===== src/rtl/ril_pkg.sv =====
// ----------------------------------------------------------------------------
// ril_pkg
// shared types, constants and helpers of the recent items list
// ----------------------------------------------------------------------------
`default_nettype none

package ril_pkg;

    // list geometry
    localparam int DEPTH    = 16;
    localparam int KEY_BITS = 32;
    localparam int IDX_W    = $clog2(DEPTH);
    localparam int CNT_W    = $clog2(DEPTH + 1);

    // smallest capacity the list honors
    localparam int MIN_CAPACITY = 5;

    // configuration port
    localparam int CAP_W     = 5;
    localparam int CFG_W     = 5;
    localparam int CFG_IDX_W = 1;

    localparam logic [CFG_IDX_W-1:0] REG_CAPACITY   = 1'd0;
    localparam logic [CFG_IDX_W-1:0] REG_AUTO_EVICT = 1'd1;

    localparam logic [CAP_W-1:0] CAPACITY_RESET = 5'd16;

    // request modes
    typedef enum logic [1:0] {
        MODE_APPEND = 2'd0,
        MODE_REMOVE = 2'd1,
        MODE_POP    = 2'd2,
        MODE_EXISTS = 2'd3
    } t_mode;

    // controller states
    typedef enum logic [1:0] {
        ST_IDLE,
        ST_WALK,
        ST_POP,
        ST_APPLY
    } t_state;

    // controller to datapath
    typedef struct packed {
        logic load;
        logic walk;
        logic pop_rd;
        logic apply;
    } t_cmd;

    // datapath to controller
    typedef struct packed {
        logic walk_done;
        logic out_free;
    } t_sts;

    // ring index plus offset, offset at most DEPTH
    function automatic logic [IDX_W-1:0] wrap_add(input logic [IDX_W-1:0] base,
                                                  input logic [CNT_W-1:0] off);
        logic [CNT_W:0] sum;
        sum = (CNT_W + 1)'(base) + (CNT_W + 1)'(off);
        if (sum >= (CNT_W + 1)'(DEPTH)) begin
            sum = sum - (CNT_W + 1)'(DEPTH);
        end
        return sum[IDX_W-1:0];
    endfunction

    // capacity register limited to the supported range
    function automatic logic [CNT_W-1:0] clamp_capacity(input logic [CAP_W-1:0] cap);
        logic [CNT_W-1:0] res;
        if (cap < CAP_W'(MIN_CAPACITY)) begin
            res = CNT_W'(MIN_CAPACITY);
        end else if (int'(cap) > DEPTH) begin
            res = CNT_W'(DEPTH);
        end else begin
            res = CNT_W'(cap);
        end
        return res;
    endfunction

endpackage

`default_nettype wire


===== src/rtl/ril_req_if.sv =====
// ----------------------------------------------------------------------------
// ril_req_if
// request channel of the recent items list
// ----------------------------------------------------------------------------
`default_nettype none

interface ril_req_if;
    logic                             valid;
    logic                             ready;
    ril_pkg::t_mode                   mode;
    logic [ril_pkg::KEY_BITS-1:0]     key;

    modport source (output valid, output mode, output key, input ready);
    modport sink   (input valid, input mode, input key, output ready);
endinterface

`default_nettype wire


===== src/rtl/ril_rsp_if.sv =====
// ----------------------------------------------------------------------------
// ril_rsp_if
// response channel of the recent items list
// ----------------------------------------------------------------------------
`default_nettype none

interface ril_rsp_if;
    logic                             valid;
    logic                             ready;
    logic                             ok;
    logic [ril_pkg::KEY_BITS-1:0]     key_out;
    logic [ril_pkg::CNT_W-1:0]        removed_count;
    logic [ril_pkg::CNT_W-1:0]        entry_count;

    modport source (output valid, output ok, output key_out, output removed_count,
                    output entry_count, input ready);
    modport sink   (input valid, input ok, input key_out, input removed_count,
                    input entry_count, output ready);
endinterface

`default_nettype wire


===== src/rtl/ril_ctrl.sv =====
// ----------------------------------------------------------------------------
// ril_ctrl
// sequencer: accept, walk or pop read, apply and respond
// ----------------------------------------------------------------------------
`default_nettype none

module ril_ctrl (
    input  wire logic           i_clk,
    input  wire logic           i_rst_n,
    input  wire logic           i_req_valid,
    input  ril_pkg::t_mode      i_req_mode,
    output logic                o_req_ready,
    input  ril_pkg::t_sts       i_sts,
    output ril_pkg::t_cmd       o_cmd
);

    ril_pkg::t_state r_state;
    ril_pkg::t_state n_state;

    always_ff @(posedge i_clk) begin
        if (!i_rst_n) begin
            r_state <= ril_pkg::ST_IDLE;
        end else begin
            r_state <= n_state;
        end
    end

    // next state
    always_comb begin
        n_state = r_state;
        case (r_state)
            ril_pkg::ST_IDLE: begin
                if (i_req_valid) begin
                    n_state = (i_req_mode == ril_pkg::MODE_POP) ? ril_pkg::ST_POP
                                                                 : ril_pkg::ST_WALK;
                end
            end
            ril_pkg::ST_WALK: begin
                if (i_sts.walk_done) begin
                    n_state = ril_pkg::ST_APPLY;
                end
            end
            ril_pkg::ST_POP: begin
                n_state = ril_pkg::ST_APPLY;
            end
            ril_pkg::ST_APPLY: begin
                if (i_sts.out_free) begin
                    n_state = ril_pkg::ST_IDLE;
                end
            end
            default: begin
                n_state = ril_pkg::ST_IDLE;
            end
        endcase
    end

    // commands
    always_comb begin
        o_req_ready  = 1'b0;
        o_cmd        = '0;
        case (r_state)
            ril_pkg::ST_IDLE: begin
                o_req_ready = 1'b1;
                o_cmd.load  = i_req_valid;
            end
            ril_pkg::ST_WALK: begin
                o_cmd.walk = 1'b1;
            end
            ril_pkg::ST_POP: begin
                o_cmd.pop_rd = 1'b1;
            end
            ril_pkg::ST_APPLY: begin
                o_cmd.apply = i_sts.out_free;
            end
            default: begin
                o_req_ready = 1'b0;
            end
        endcase
    end

endmodule

`default_nettype wire


===== src/rtl/ril_dp.sv =====
// ----------------------------------------------------------------------------
// ril_dp
// entry ring, compaction walk, list update and response register
// ----------------------------------------------------------------------------
`default_nettype none

module ril_dp (
    input  wire logic                              i_clk,
    input  wire logic                              i_rst_n,
    input  wire logic                              i_cfg_we,
    input  wire logic [ril_pkg::CFG_IDX_W-1:0]     i_cfg_idx,
    input  wire logic [ril_pkg::CFG_W-1:0]         i_cfg_data,
    input  ril_pkg::t_mode                         i_mode,
    input  wire logic [ril_pkg::KEY_BITS-1:0]      i_key,
    input  ril_pkg::t_cmd                          i_cmd,
    output ril_pkg::t_sts                          o_sts,
    input  wire logic                              i_out_ready,
    output logic                                   o_out_valid,
    output logic                                   o_ok,
    output logic [ril_pkg::KEY_BITS-1:0]           o_key_out,
    output logic [ril_pkg::CNT_W-1:0]              o_removed_count,
    output logic [ril_pkg::CNT_W-1:0]              o_entry_count
);

    localparam int IW = ril_pkg::IDX_W;
    localparam int CW = ril_pkg::CNT_W;
    localparam int KW = ril_pkg::KEY_BITS;

    // entry ring, oldest at r_head
    logic [KW-1:0] mem [ril_pkg::DEPTH];
    logic [KW-1:0] r_rdata;

    logic          mem_we;
    logic [IW-1:0] mem_waddr;
    logic [KW-1:0] mem_wdata;
    logic          mem_re;
    logic [IW-1:0] mem_raddr;

    // config
    logic [ril_pkg::CAP_W-1:0] r_capacity;
    logic                      r_auto_evict;

    // list state and walk
    logic [IW-1:0]  r_head, n_head;
    logic [CW-1:0]  r_fill, n_fill;
    logic [CW-1:0]  r_rd, n_rd;
    logic [CW-1:0]  r_wr, n_wr;
    logic           r_rd_vld, n_rd_vld;
    logic [KW-1:0]  r_key, n_key;
    ril_pkg::t_mode r_mode, n_mode;

    // response
    logic           r_out_valid, n_out_valid;
    logic           r_ok, n_ok;
    logic [KW-1:0]  r_key_out, n_key_out;
    logic [CW-1:0]  r_removed, n_removed;
    logic [CW-1:0]  r_count, n_count;

    logic [CW-1:0]  cap;
    logic           full;
    logic [CW-1:0]  evict;
    logic           issue;
    logic           compacts;

    always_ff @(posedge i_clk) begin
        if (!i_rst_n) begin
            r_capacity   <= ril_pkg::CAPACITY_RESET;
            r_auto_evict <= 1'b1;
        end else if (i_cfg_we) begin
            case (i_cfg_idx)
                ril_pkg::REG_CAPACITY:   r_capacity   <= i_cfg_data[ril_pkg::CAP_W-1:0];
                ril_pkg::REG_AUTO_EVICT: r_auto_evict <= i_cfg_data[0];
                default:                 r_auto_evict <= r_auto_evict;
            endcase
        end
    end

    always_ff @(posedge i_clk) begin
        if (mem_we) begin
            mem[mem_waddr] <= mem_wdata;
        end
        if (mem_re) begin
            r_rdata <= mem[mem_raddr];
        end
    end

    always_comb begin
        cap      = ril_pkg::clamp_capacity(r_capacity);
        full     = (r_wr >= cap);
        evict    = full ? (r_wr - cap + CW'(1)) : '0;
        issue    = (r_rd != r_fill);
        compacts = (r_mode == ril_pkg::MODE_APPEND) || (r_mode == ril_pkg::MODE_REMOVE);

        n_head      = r_head;
        n_fill      = r_fill;
        n_rd        = r_rd;
        n_wr        = r_wr;
        n_rd_vld    = r_rd_vld;
        n_key       = r_key;
        n_mode      = r_mode;
        n_out_valid = r_out_valid;
        n_ok        = r_ok;
        n_key_out   = r_key_out;
        n_removed   = r_removed;
        n_count     = r_count;

        mem_we    = 1'b0;
        mem_waddr = ril_pkg::wrap_add(r_head, r_wr);
        mem_wdata = r_key;
        mem_re    = 1'b0;
        mem_raddr = ril_pkg::wrap_add(r_head, r_rd);

        if (r_out_valid && i_out_ready) begin
            n_out_valid = 1'b0;
        end

        if (i_cmd.load) begin
            n_key    = i_key;
            n_mode   = i_mode;
            n_rd     = '0;
            n_wr     = '0;
            n_rd_vld = 1'b0;
        end

        // read one entry per cycle, keep the ones that differ from the key
        if (i_cmd.walk) begin
            mem_re    = issue;
            mem_wdata = r_rdata;
            n_rd      = r_rd + CW'(issue);
            n_rd_vld  = issue;
            if (r_rd_vld && (r_rdata != r_key)) begin
                n_wr   = r_wr + CW'(1);
                mem_we = compacts;
            end
        end

        if (i_cmd.pop_rd) begin
            mem_re    = 1'b1;
            mem_raddr = r_head;
        end

        if (i_cmd.apply) begin
            n_out_valid = 1'b1;
            n_ok        = 1'b0;
            n_key_out   = '0;
            n_removed   = '0;
            case (r_mode)
                ril_pkg::MODE_APPEND: begin
                    n_fill = r_wr;
                    if (!full || r_auto_evict) begin
                        // new key goes behind the survivors, oldest ones drop off
                        mem_we    = 1'b1;
                        n_head    = ril_pkg::wrap_add(r_head, evict);
                        n_fill    = r_wr - evict + CW'(1);
                        n_ok      = 1'b1;
                        n_key_out = r_key;
                    end
                end
                ril_pkg::MODE_REMOVE: begin
                    n_fill    = r_wr;
                    n_removed = r_fill - r_wr;
                end
                ril_pkg::MODE_POP: begin
                    if (r_fill != '0) begin
                        n_ok      = 1'b1;
                        n_key_out = r_rdata;
                        n_head    = ril_pkg::wrap_add(r_head, CW'(1));
                        n_fill    = r_fill - CW'(1);
                    end
                end
                ril_pkg::MODE_EXISTS: begin
                    n_ok = (r_wr != r_fill);
                end
                default: begin
                    n_ok = 1'b0;
                end
            endcase
            n_count = n_fill;
        end
    end

    always_ff @(posedge i_clk) begin
        if (!i_rst_n) begin
            r_head      <= '0;
            r_fill      <= '0;
            r_rd_vld    <= 1'b0;
            r_out_valid <= 1'b0;
        end else begin
            r_head      <= n_head;
            r_fill      <= n_fill;
            r_rd_vld    <= n_rd_vld;
            r_out_valid <= n_out_valid;
        end
    end

    always_ff @(posedge i_clk) begin
        r_rd      <= n_rd;
        r_wr      <= n_wr;
        r_key     <= n_key;
        r_mode    <= n_mode;
        r_ok      <= n_ok;
        r_key_out <= n_key_out;
        r_removed <= n_removed;
        r_count   <= n_count;
    end

    assign o_sts.walk_done = (r_rd == r_fill) && !r_rd_vld;
    assign o_sts.out_free  = !r_out_valid || i_out_ready;

    assign o_out_valid     = r_out_valid;
    assign o_ok            = r_ok;
    assign o_key_out       = r_key_out;
    assign o_removed_count = r_removed;
    assign o_entry_count   = r_count;

endmodule

`default_nettype wire


===== src/rtl/recent_items_list.sv =====
// ----------------------------------------------------------------------------
// recent_items_list
// age-ordered list of recent keys with append, remove, pop and lookup
// ----------------------------------------------------------------------------
// The block holds up to capacity keys (5 to 16, register 0) oldest first in a
// 16-entry ring. Each request gives exactly one response. Append, remove and
// exists walk the held entries through the ring's single read port, one entry
// per cycle; append and remove compact out keys equal to the request key. The
// response is loaded after the walk ends, and the next request is taken when
// the sequencer is back in idle. Pop reads the oldest slot, loads its response
// and then returns to idle for the next request. The final step stalls while
// the previous response still waits on o_rsp.ready.
// A full list on append evicts its oldest entries (auto_evict, register 1,
// set) or rejects the key. The response sits in an output register, so a new
// request is taken while the previous response still waits on o_rsp.ready.
// Write configuration only while the block is idle.
// ----------------------------------------------------------------------------
`default_nettype none

module recent_items_list (
    input  wire logic                              i_clk,
    input  wire logic                              i_rst_n,
    // configuration writes
    input  wire logic                              i_cfg_we,
    input  wire logic [ril_pkg::CFG_IDX_W-1:0]     i_cfg_idx,
    input  wire logic [ril_pkg::CFG_W-1:0]         i_cfg_data,
    // request and response channels
    ril_req_if.sink                                i_req,
    ril_rsp_if.source                              o_rsp
);

    ril_pkg::t_cmd cmd;
    ril_pkg::t_sts sts;
    logic          req_ready;

    // sequencer: idle, walk or pop read, then apply once the response slot is free
    ril_ctrl u_ctrl (
        .i_clk       (i_clk),
        .i_rst_n     (i_rst_n),
        .i_req_valid (i_req.valid),
        .i_req_mode  (i_req.mode),
        .o_req_ready (req_ready),
        .i_sts       (sts),
        .o_cmd       (cmd)
    );

    // ring storage, walk counters, list update and response register
    ril_dp u_dp (
        .i_clk           (i_clk),
        .i_rst_n         (i_rst_n),
        .i_cfg_we        (i_cfg_we),
        .i_cfg_idx       (i_cfg_idx),
        .i_cfg_data      (i_cfg_data),
        .i_mode          (i_req.mode),
        .i_key           (i_req.key),
        .i_cmd           (cmd),
        .o_sts           (sts),
        .i_out_ready     (o_rsp.ready),
        .o_out_valid     (o_rsp.valid),
        .o_ok            (o_rsp.ok),
        .o_key_out       (o_rsp.key_out),
        .o_removed_count (o_rsp.removed_count),
        .o_entry_count   (o_rsp.entry_count)
    );

    // request taken only in idle
    assign i_req.ready = req_ready;

endmodule

`default_nettype wire


===== src/flat_wrapper.sv =====
// flat-port wrapper written by rule: the top's interface ports become plain ports
module recent_items_list_flat 
  (i_clk, i_rst_n, i_cfg_we, i_cfg_idx, i_cfg_data, i_req_valid, i_req_mode, i_req_key, i_req_ready, o_rsp_valid, o_rsp_ok, o_rsp_key_out, o_rsp_removed_count, o_rsp_entry_count, o_rsp_ready);
  ril_req_if i_req_i ();
  ril_rsp_if o_rsp_i ();
  input  wire logic i_clk;
  input  wire logic i_rst_n;
  input  wire logic i_cfg_we;
  input  wire logic [ril_pkg::CFG_IDX_W-1:0] i_cfg_idx;
  input  wire logic [ril_pkg::CFG_W-1:0] i_cfg_data;
  input wire logic [$bits(i_req_i.valid)-1:0] i_req_valid;
  input wire logic [$bits(i_req_i.mode)-1:0] i_req_mode;
  input wire logic [$bits(i_req_i.key)-1:0] i_req_key;
  output wire logic [$bits(i_req_i.ready)-1:0] i_req_ready;
  output wire logic [$bits(o_rsp_i.valid)-1:0] o_rsp_valid;
  output wire logic [$bits(o_rsp_i.ok)-1:0] o_rsp_ok;
  output wire logic [$bits(o_rsp_i.key_out)-1:0] o_rsp_key_out;
  output wire logic [$bits(o_rsp_i.removed_count)-1:0] o_rsp_removed_count;
  output wire logic [$bits(o_rsp_i.entry_count)-1:0] o_rsp_entry_count;
  input wire logic [$bits(o_rsp_i.ready)-1:0] o_rsp_ready;
  assign i_req_i.valid = i_req_valid;
  assign i_req_i.mode = i_req_mode;
  assign i_req_i.key = i_req_key;
  assign i_req_ready = i_req_i.ready;
  assign o_rsp_valid = o_rsp_i.valid;
  assign o_rsp_ok = o_rsp_i.ok;
  assign o_rsp_key_out = o_rsp_i.key_out;
  assign o_rsp_removed_count = o_rsp_i.removed_count;
  assign o_rsp_entry_count = o_rsp_i.entry_count;
  assign o_rsp_i.ready = o_rsp_ready;
  recent_items_list u_core (.i_clk(i_clk), .i_rst_n(i_rst_n), .i_cfg_we(i_cfg_we), .i_cfg_idx(i_cfg_idx), .i_cfg_data(i_cfg_data), .i_req(i_req_i), .o_rsp(o_rsp_i));
endmodule

===== config.mk =====
export PLATFORM = sky130hd
export DESIGN_NAME = recent_items_list_flat
export DESIGN_NICKNAME = d
export VERILOG_FILES = /design/src/rtl/ril_pkg.sv /design/src/rtl/ril_req_if.sv /design/src/rtl/ril_rsp_if.sv /design/src/rtl/ril_ctrl.sv /design/src/rtl/ril_dp.sv /design/src/rtl/recent_items_list.sv /design/src/flat_wrapper.sv
export SDC_FILE = /design/constraint.sdc
export NUM_CORES = 1
export LEC_CHECK = 0
export BUFFER_PORTS_ARGS = -buffer_cell sky130_fd_sc_hd__buf_2
export CELL_PAD_IN_SITES_DETAIL_PLACEMENT = 1
export CELL_PAD_IN_SITES_GLOBAL_PLACEMENT = 1
export CORE_MARGIN = 4
export CORE_UTILIZATION = 56
export CTS_CLUSTER_DIAMETER = 30
export DETAILED_ROUTE_END_ITERATION = 10
export PLACE_DENSITY = 0.95
export SYNTH_ARGS = -nofsm -noshare
export SYNTH_HDL_FRONTEND = slang
export SYNTH_SLANG_ARGS = --single-unit

===== constraint.sdc =====
create_clock -name i_clk -period 12 [get_ports i_clk]
set_input_delay 0.6 -clock i_clk [delete_from_list [all_inputs] [get_ports i_clk]]
set_output_delay 0.6 -clock i_clk [all_outputs]
set_load 0.1 [all_outputs]

[Word level (Yosys, flattened, before mapping)]
Memory sizes are Yosys's and may differ from the RTL's. A register that Yosys moved wholly into a read port is not among the register bits.
Cells that the tools add are included.
Storage, ports and cells
  bits in registers: 106
  memories kept: 1
  output and inout bits: 45
  memory bits (writable): 512
  logic and storage cells: 124
Memory list
  u_core.u_dp.mem: words 16, width 32, rd ports 1, clocked after memory_dff 1, write ports 1, line ril_dp.sv:30  | logic [KW-1:0] mem [ril_pkg::DEPTH];
Operators by class
  muxes and demuxes: 49
  reductions and logical operators: 19
  $add $sub $neg: 16
  eq/ne operators: 16
  bitwise gates (word level): 1
  $lt $le $gt $ge: 7
Operators with widths (count)
  $mux W32: 3
  $pmux W32 S2: 1
  $mux W5: 10
  $ne A32 B32 Y1: 1
  $mux W4: 7
  $mux W1: 20
  $add A4 B5 Y6: 3
  $ge A6 B5 Y1 const B: 3
  $sub A4 B1 Y4 const B: 4
  $add A5 B1 Y5 const B: 3
  $pmux W5 S3: 1
  $sub A5 B5 Y5: 3
  $eq A2 B2 Y1 const B: 5
  $ne A5 B5 Y1: 2
  $mux W2: 4
  $pmux W2 S4: 1
  $pmux W4 S2: 1
  $ne A2 B2 Y1 const B: 3
  $reduce_bool A2 Y1: 3
  $add A4 B1 Y5 const B: 1
  $add A5 B1 Y5: 1
  $eq A5 B5 Y1: 1
  $ge A5 B5 Y1: 1
  $ge A5 B5 Y1 const B: 1
  15 further kinds: 25

[Longest topological paths before layout]
  word-level depth: 11
  mapped depth: 16
  depth with buffers taken out: 15

[Modules after synthesis]
Synthesis repeated with hierarchy kept, for this count alone.
Unflattened totals
  cell total of the unflattened synthesis: 1937
  area total of the unflattened synthesis: 27476.4 µm²
By module, submodules not included
  ril_dp: cells an instance 1916, times used 1, area each 27266.2 µm²
  ril_ctrl: cells an instance 21, times used 1, area each 210.2 µm²

[Worst setup path after synthesis]
No wires, ideal clock.
  path type: reg2reg
  start point: reg u_core.u_dp.r_capacity[2] in the netlist's numbering
  end point: mem u_core.u_dp.mem[0][0] in the netlist's numbering (enable)
  setup slack: 6422 ps
  setup time: 502 ps
  stages on the path, launching flop included: 10
  arrival time: 5076 ps
  clock period less this slack: 5578 ps
  cells stage by stage: dfxtp_1 a21o_1 a21oi_1 ha_1 nand2b_1 a211o_1 a211oi_2 inv_2 o32a_2 nor4_1
Between the ends
  cells in the longest elaborated chain, start to end: 11
RTL lines
  from (decl): line ril_dp.sv:40  | logic [ril_pkg::CAP_W-1:0] r_capacity;
  from (signal assigned): line ril_dp.sv:67  | r_capacity <= ril_pkg::CAPACITY_RESET;
  from (signal assigned): line ril_dp.sv:71  | ril_pkg::REG_CAPACITY: r_capacity <= i_cfg_data[ril_pkg::CAP_W-1:0];
  $gt A5 B5 Y1: line ril_pkg.sv:74  | end else if (int'(cap) > DEPTH) begin
  $mux W5: line ril_pkg.sv:74
  $mux W5 (*): line ril_pkg.sv:72  | if (cap < CAP_W'(MIN_CAPACITY)) begin
  $ge A5 B5 Y1 (*): line ril_dp.sv:89  | full = (r_wr >= cap);
  $logic_not A1 Y1 (*): line ril_dp.sv:150  | if (!full || r_auto_evict) begin
  $logic_or A1 B1 Y1 (*): line ril_dp.sv:150
  $mux W1 (*): line ril_dp.sv:150
  $mux W1 (*): line ril_dp.sv:147  | case (r_mode)
  $mux W1 (*): line ril_dp.sv:142  | if (i_cmd.apply) begin
  $mux W1 (*): line ril_dp.sv:79  | if (mem_we) begin
  $mux W1 (not written as such) (*): line ril_dp.sv:80  | mem[mem_waddr] <= mem_wdata;
  to (decl): line ril_dp.sv:30
Every way passes the cells marked *; elsewhere a longest branch is shown, timed or not.

[Worst setup path after layout]
  start point: reg u_core.u_ctrl.r_state[0]
  end point: reg u_core.u_dp.r_rdata[22], read port of u_core.u_dp.mem (data pin)
Between the ends
  cells in the longest elaborated chain, start to end: 4
RTL lines
  from (decl): line ril_ctrl.sv:17  | ril_pkg::t_state r_state;
  from (signal assigned): line ril_ctrl.sv:22  | r_state <= ril_pkg::ST_IDLE;
  from (signal assigned): line ril_ctrl.sv:24  | r_state <= n_state;
  $eq A2 B1 Y1: line ril_ctrl.sv:61  | case (r_state)
  $mux W1: line ril_ctrl.sv:61
  $mux W1: line ril_dp.sv:126  | if (i_cmd.walk) begin
  $mux W1: line ril_dp.sv:137  | if (i_cmd.pop_rd) begin
  to (decl): line ril_dp.sv:31  | logic [KW-1:0] r_rdata;
Several ways; a longest one is shown, not always the timed one.
A chain may end at the register's enable or synchronous reset.

==> impl_metrics.py <==
metrics = {
    "sta": {
        "setup_viol": 0,
        "maxClockFrequency_ghz": 0.2196,
        "min_period_over_period_pct": 37.95,
        "worst_slew_pin_slew_ps": 1250,
        "min_period_ps": 4554,
        "slew_headroom_pct": 16.45,
        "maxSlewViolCount": 0,
        "tns_ps": 0,
        "skew_ps": 34.93,
        "hold_viol_final": 0,
        "rsz0062_at_grt": "false",
    },
    "status": {
        "status": "finished, final reports clean",
    },
    "layout": {
        "utilization_pct": 68.17,
        "nNetsFinal": 2138,
        "multi_input_area_mm2": 0.007609,
        "final_layout_size_suffix_gt1_share_pct": 18.72,
        "regArea_mm2": 0.01928,
        "layout_commonest_cell": "edfxtp_1",
        "num-fill-cells": 4196,
        "area_growth_pct": 19.54,
        "n_antenna_cell": 0,
        "layout_common_cells": "edfxtp_1, nand2_1, and2_1",
    },
    "logic_synthesis": {
        "synth.area.top_cells": "edfxtp_1, nand2_1, a211oi_1",
        "yosys.area.top_type_share_pct": 68.61,
        "syn_area_per_cell_um2": 14.17,
        "synth_enable_flop_cells": 626,
        "synth.distinct_cells": 58,
        "ys_seq_area_share_pct": 70.36,
        "ys_warn_count": 0,
        "synthCells": 1934,
        "synth_top_area_cell": "edfxtp_1",
        "synth.cell_area_mm2": 0.02740,
        "syn-num-nets": 2022,
        "ys_ff_latch": 650,
        "synth_ff_type": "edfxtp_1",
        "synthArstFlopShare_pct": 0,
    },
    "global_route": {
        "grt_max_degree": 257,
        "grt_pass1_wl_mm": 138.8,
        "antenna_found_initial": 2,
        "grt_pass1_vias": 20521,
        "grtUsageTotal_pct": 35.64,
        "grt.overflow.total": 0,
    },
    "die": {
        "initial_core_util_pct": 57.03,
        "die-height_um": 229.2,
        "coreArea_mm2": 0.04805,
        "ios": 90,
        "dieArea_mm2": 0.05253,
        "num_rows": 80,
        "die_w_um": 229.2,
    },
    "worst_setup_path": {
        "crit_buf_inv": 2,
        "startpoint": "u_core.u_ctrl.r_state[0]$_SDFFE_PN0P_",
        "worst-path-stages": 8,
        "crit_path_end_kind": "flop",
        "cp.arrival_ps": 5030,
        "slowest_delay_ps": 1060,
        "cp_slowest_cell": "buf_4",
        "critPathRequiredTime_ps": 12470,
        "worstReg2RegStart": "u_core.u_ctrl.r_state[0]$_SDFFE_PN0P_",
        "r2r_setup_slack_ps": 7450,
        "crit_path_cell_trace": "inv_1 -> ha_1 -> mux2_8 -> buf_4 -> a211oi_1 -> a311oi_1 -> a21oi_1 -> mux2i_1",
        "cp_top_family": "buffers and inverters",
        "crit_path_start_kind": "flop",
        "r2r_cells": 8,
        "setup.worst_path.end": "u_core.u_dp.r_rdata[22]$_DFFE_PP_",
        "setup.worst_path.class": "flop to flop",
        "crit_fanout": 150,
        "r2r_end": "u_core.u_dp.r_rdata[22]$_DFFE_PP_",
    },
    "cts": {
        "ctsResizeCount": 0,
        "clk_latency_ps": 680,
        "cts-root-buf": "clkbuf_16",
        "cts_tree": "built",
        "cts.sinks": 650,
        "cts_setup_buffers": 0,
        "cts_hold_buf": 0,
        "cts_buffers": 118,
        "htree_levels": 3,
        "clkSlewWorstSetupHoldPaths_ps": 60,
        "max-clock-path-buffers": 3,
    },
    "power": {
        "power_density_mw_per_mm2": 291.9,
        "leakagePower_nw": 11.39,
        "irDropWorstVdd_uv": 242.8,
        "finalPower_mw": 9.562,
    },
    "routing": {
        "drtIter0Drc": 2666,
        "drc": 0,
        "ant_nets": 0,
        "wl_mm": 94.82,
        "via_count": 19294,
        "viasPerCell": 6.970,
        "dr.pass1.iters": 5,
        "wl_per_cell_um": 34.25,
    },
    "place": {
        "place_congestion": 0.8577,
        "port_buffers": 89,
        "dp.final_hpwl_mm": 45.75,
    },
    "run": {
        "maxCapViolations": 0,
    },
    "worst_hold_path": {
        "min_path_type": "primary input to flop",
    },
}
[logic make-up after synthesis]
logic type / count (synthesis) / synth area share [%]
and+or+nand+nor: 511 / 8.868
AOI/OAI and AO/OA: 431 / 11.22
muxes: 78 / 3.005
DFF: 650 / 70.36
buffers and inverters: 161 / 2.507
adders and majority gates: 43 / 2.128
xor gates and xnor gates: 60 / 1.918
[cells in the mapped netlist (3+ instances only)]
library cell  instances
a21oi_1              86
dfxtp_1              24
a311oi_1             64
xnor2_1              15
fa_1                  6
edfxtp_1            626
o21a_1                3
mux2i_1              44
ha_1                 37
nand2_1             287
buf_1                 3
nor2_1               26
nor4_1               14
a31oi_1              67
buf_4                11
o211ai_1              6
mux2_2               34
inv_1                32
a22o_1               32
a21o_1               11
and2_1              135
nand2b_1              9
nand4_1               5
nand3_1              10
xor2_1               45
a211oi_1            132
o221a_2               3
buf_2                33
nor3_1               10
o21ai_0               7
clkbuf_1             81
[layer usage]
metal  track usage, %  part of all wire [%]  vias up
li1                 -                     -     7668
met1            42.64                    35     9710
met2            59.01                    49     1489
met3            9.220                   9.6      423
met4            20.29                   6.5        4
met5                0                 0.016        -
[power breakdown]
part           internal, mW  leakage, nW  switching [mW]  total (mW)
Clock                  2.32         2.05            1.28        3.59
Sequential             2.95         5.87           0.170        3.12
Combinational         0.752         3.47            2.10        2.85
[metrics by stage]
| step | cells | setup WS [ps] | hold WS [ps] | cell area, um^2 |
|---|---|---|---|---|
| 2_1_floorplan | 1934 | 6422 | 477.4 | 27400 |
| 3_3_place_gp | 2545 | 8133 | 498.6 | 28500 |
| 3_5_place_dp | 2545 | 7818 | 538.1 | 28500 |
| 4_1_cts | 2768 | 7603 | 78.66 | 32760 |
| 5_1_grt | 2768 | 7340 | 90.00 | 32760 |
| 6_report | 2768 | 7446 | 99.08 | 32760 |
[registers in the layout, indices dropped and copies added (netlist names), 4 cells and up]
register and cells:
u_core.u_dp.mem 512, u_core.u_dp.o_key_out 32, u_core.u_dp.r_key 32, u_core.u_dp.r_rdata 32, u_core.u_dp.o_entry_count 5, u_core.u_dp.o_removed_count 5
u_core.u_dp.r_capacity 5, u_core.u_dp.r_fill 5, u_core.u_dp.r_rd 5, u_core.u_dp.r_wr 5, u_core.u_dp.r_head 4
[final cells by class]
type	count	share of cell area, %
Sequential cell	650	58.86
Multi-Input combinational cell	1123	23.23
Clock buffer	128	9.324
Clock inverter	95	3.663
Tap cell	615	2.349
Timing Repair Buffer	124	2.200
Inverter	33	0.3782
[how the worst min path moves through the flow]
stage / from / to / slack [ps] / cells past startpoint
after global routing: i_req_key[13] / u_core.u_dp.r_key[13]$_DFFE_PP_ / 90 / 1
after detailed placement: u_core.u_ctrl.r_state[0]$_SDFFE_PN0P_ / u_core.u_ctrl.r_state[0]$_SDFFE_PN0P_ / 540 / 2
final: i_req_key[22] / u_core.u_dp.r_key[22]$_DFFE_PP_ / 100 / 1
after global placement: u_core.u_ctrl.r_state[0]$_SDFFE_PN0P_ / u_core.u_ctrl.r_state[0]$_SDFFE_PN0P_ / 500 / 2
after CTS: i_req_key[22] / u_core.u_dp.r_key[22]$_DFFE_PP_ / 80 / 1
after floorplan: u_core.u_dp.r_rd_vld$_SDFFE_PN0P_ / u_core.u_dp.r_rd_vld$_SDFFE_PN0P_ / 480 / 2
Note: power is estimated with default switching activity, not from simulation.
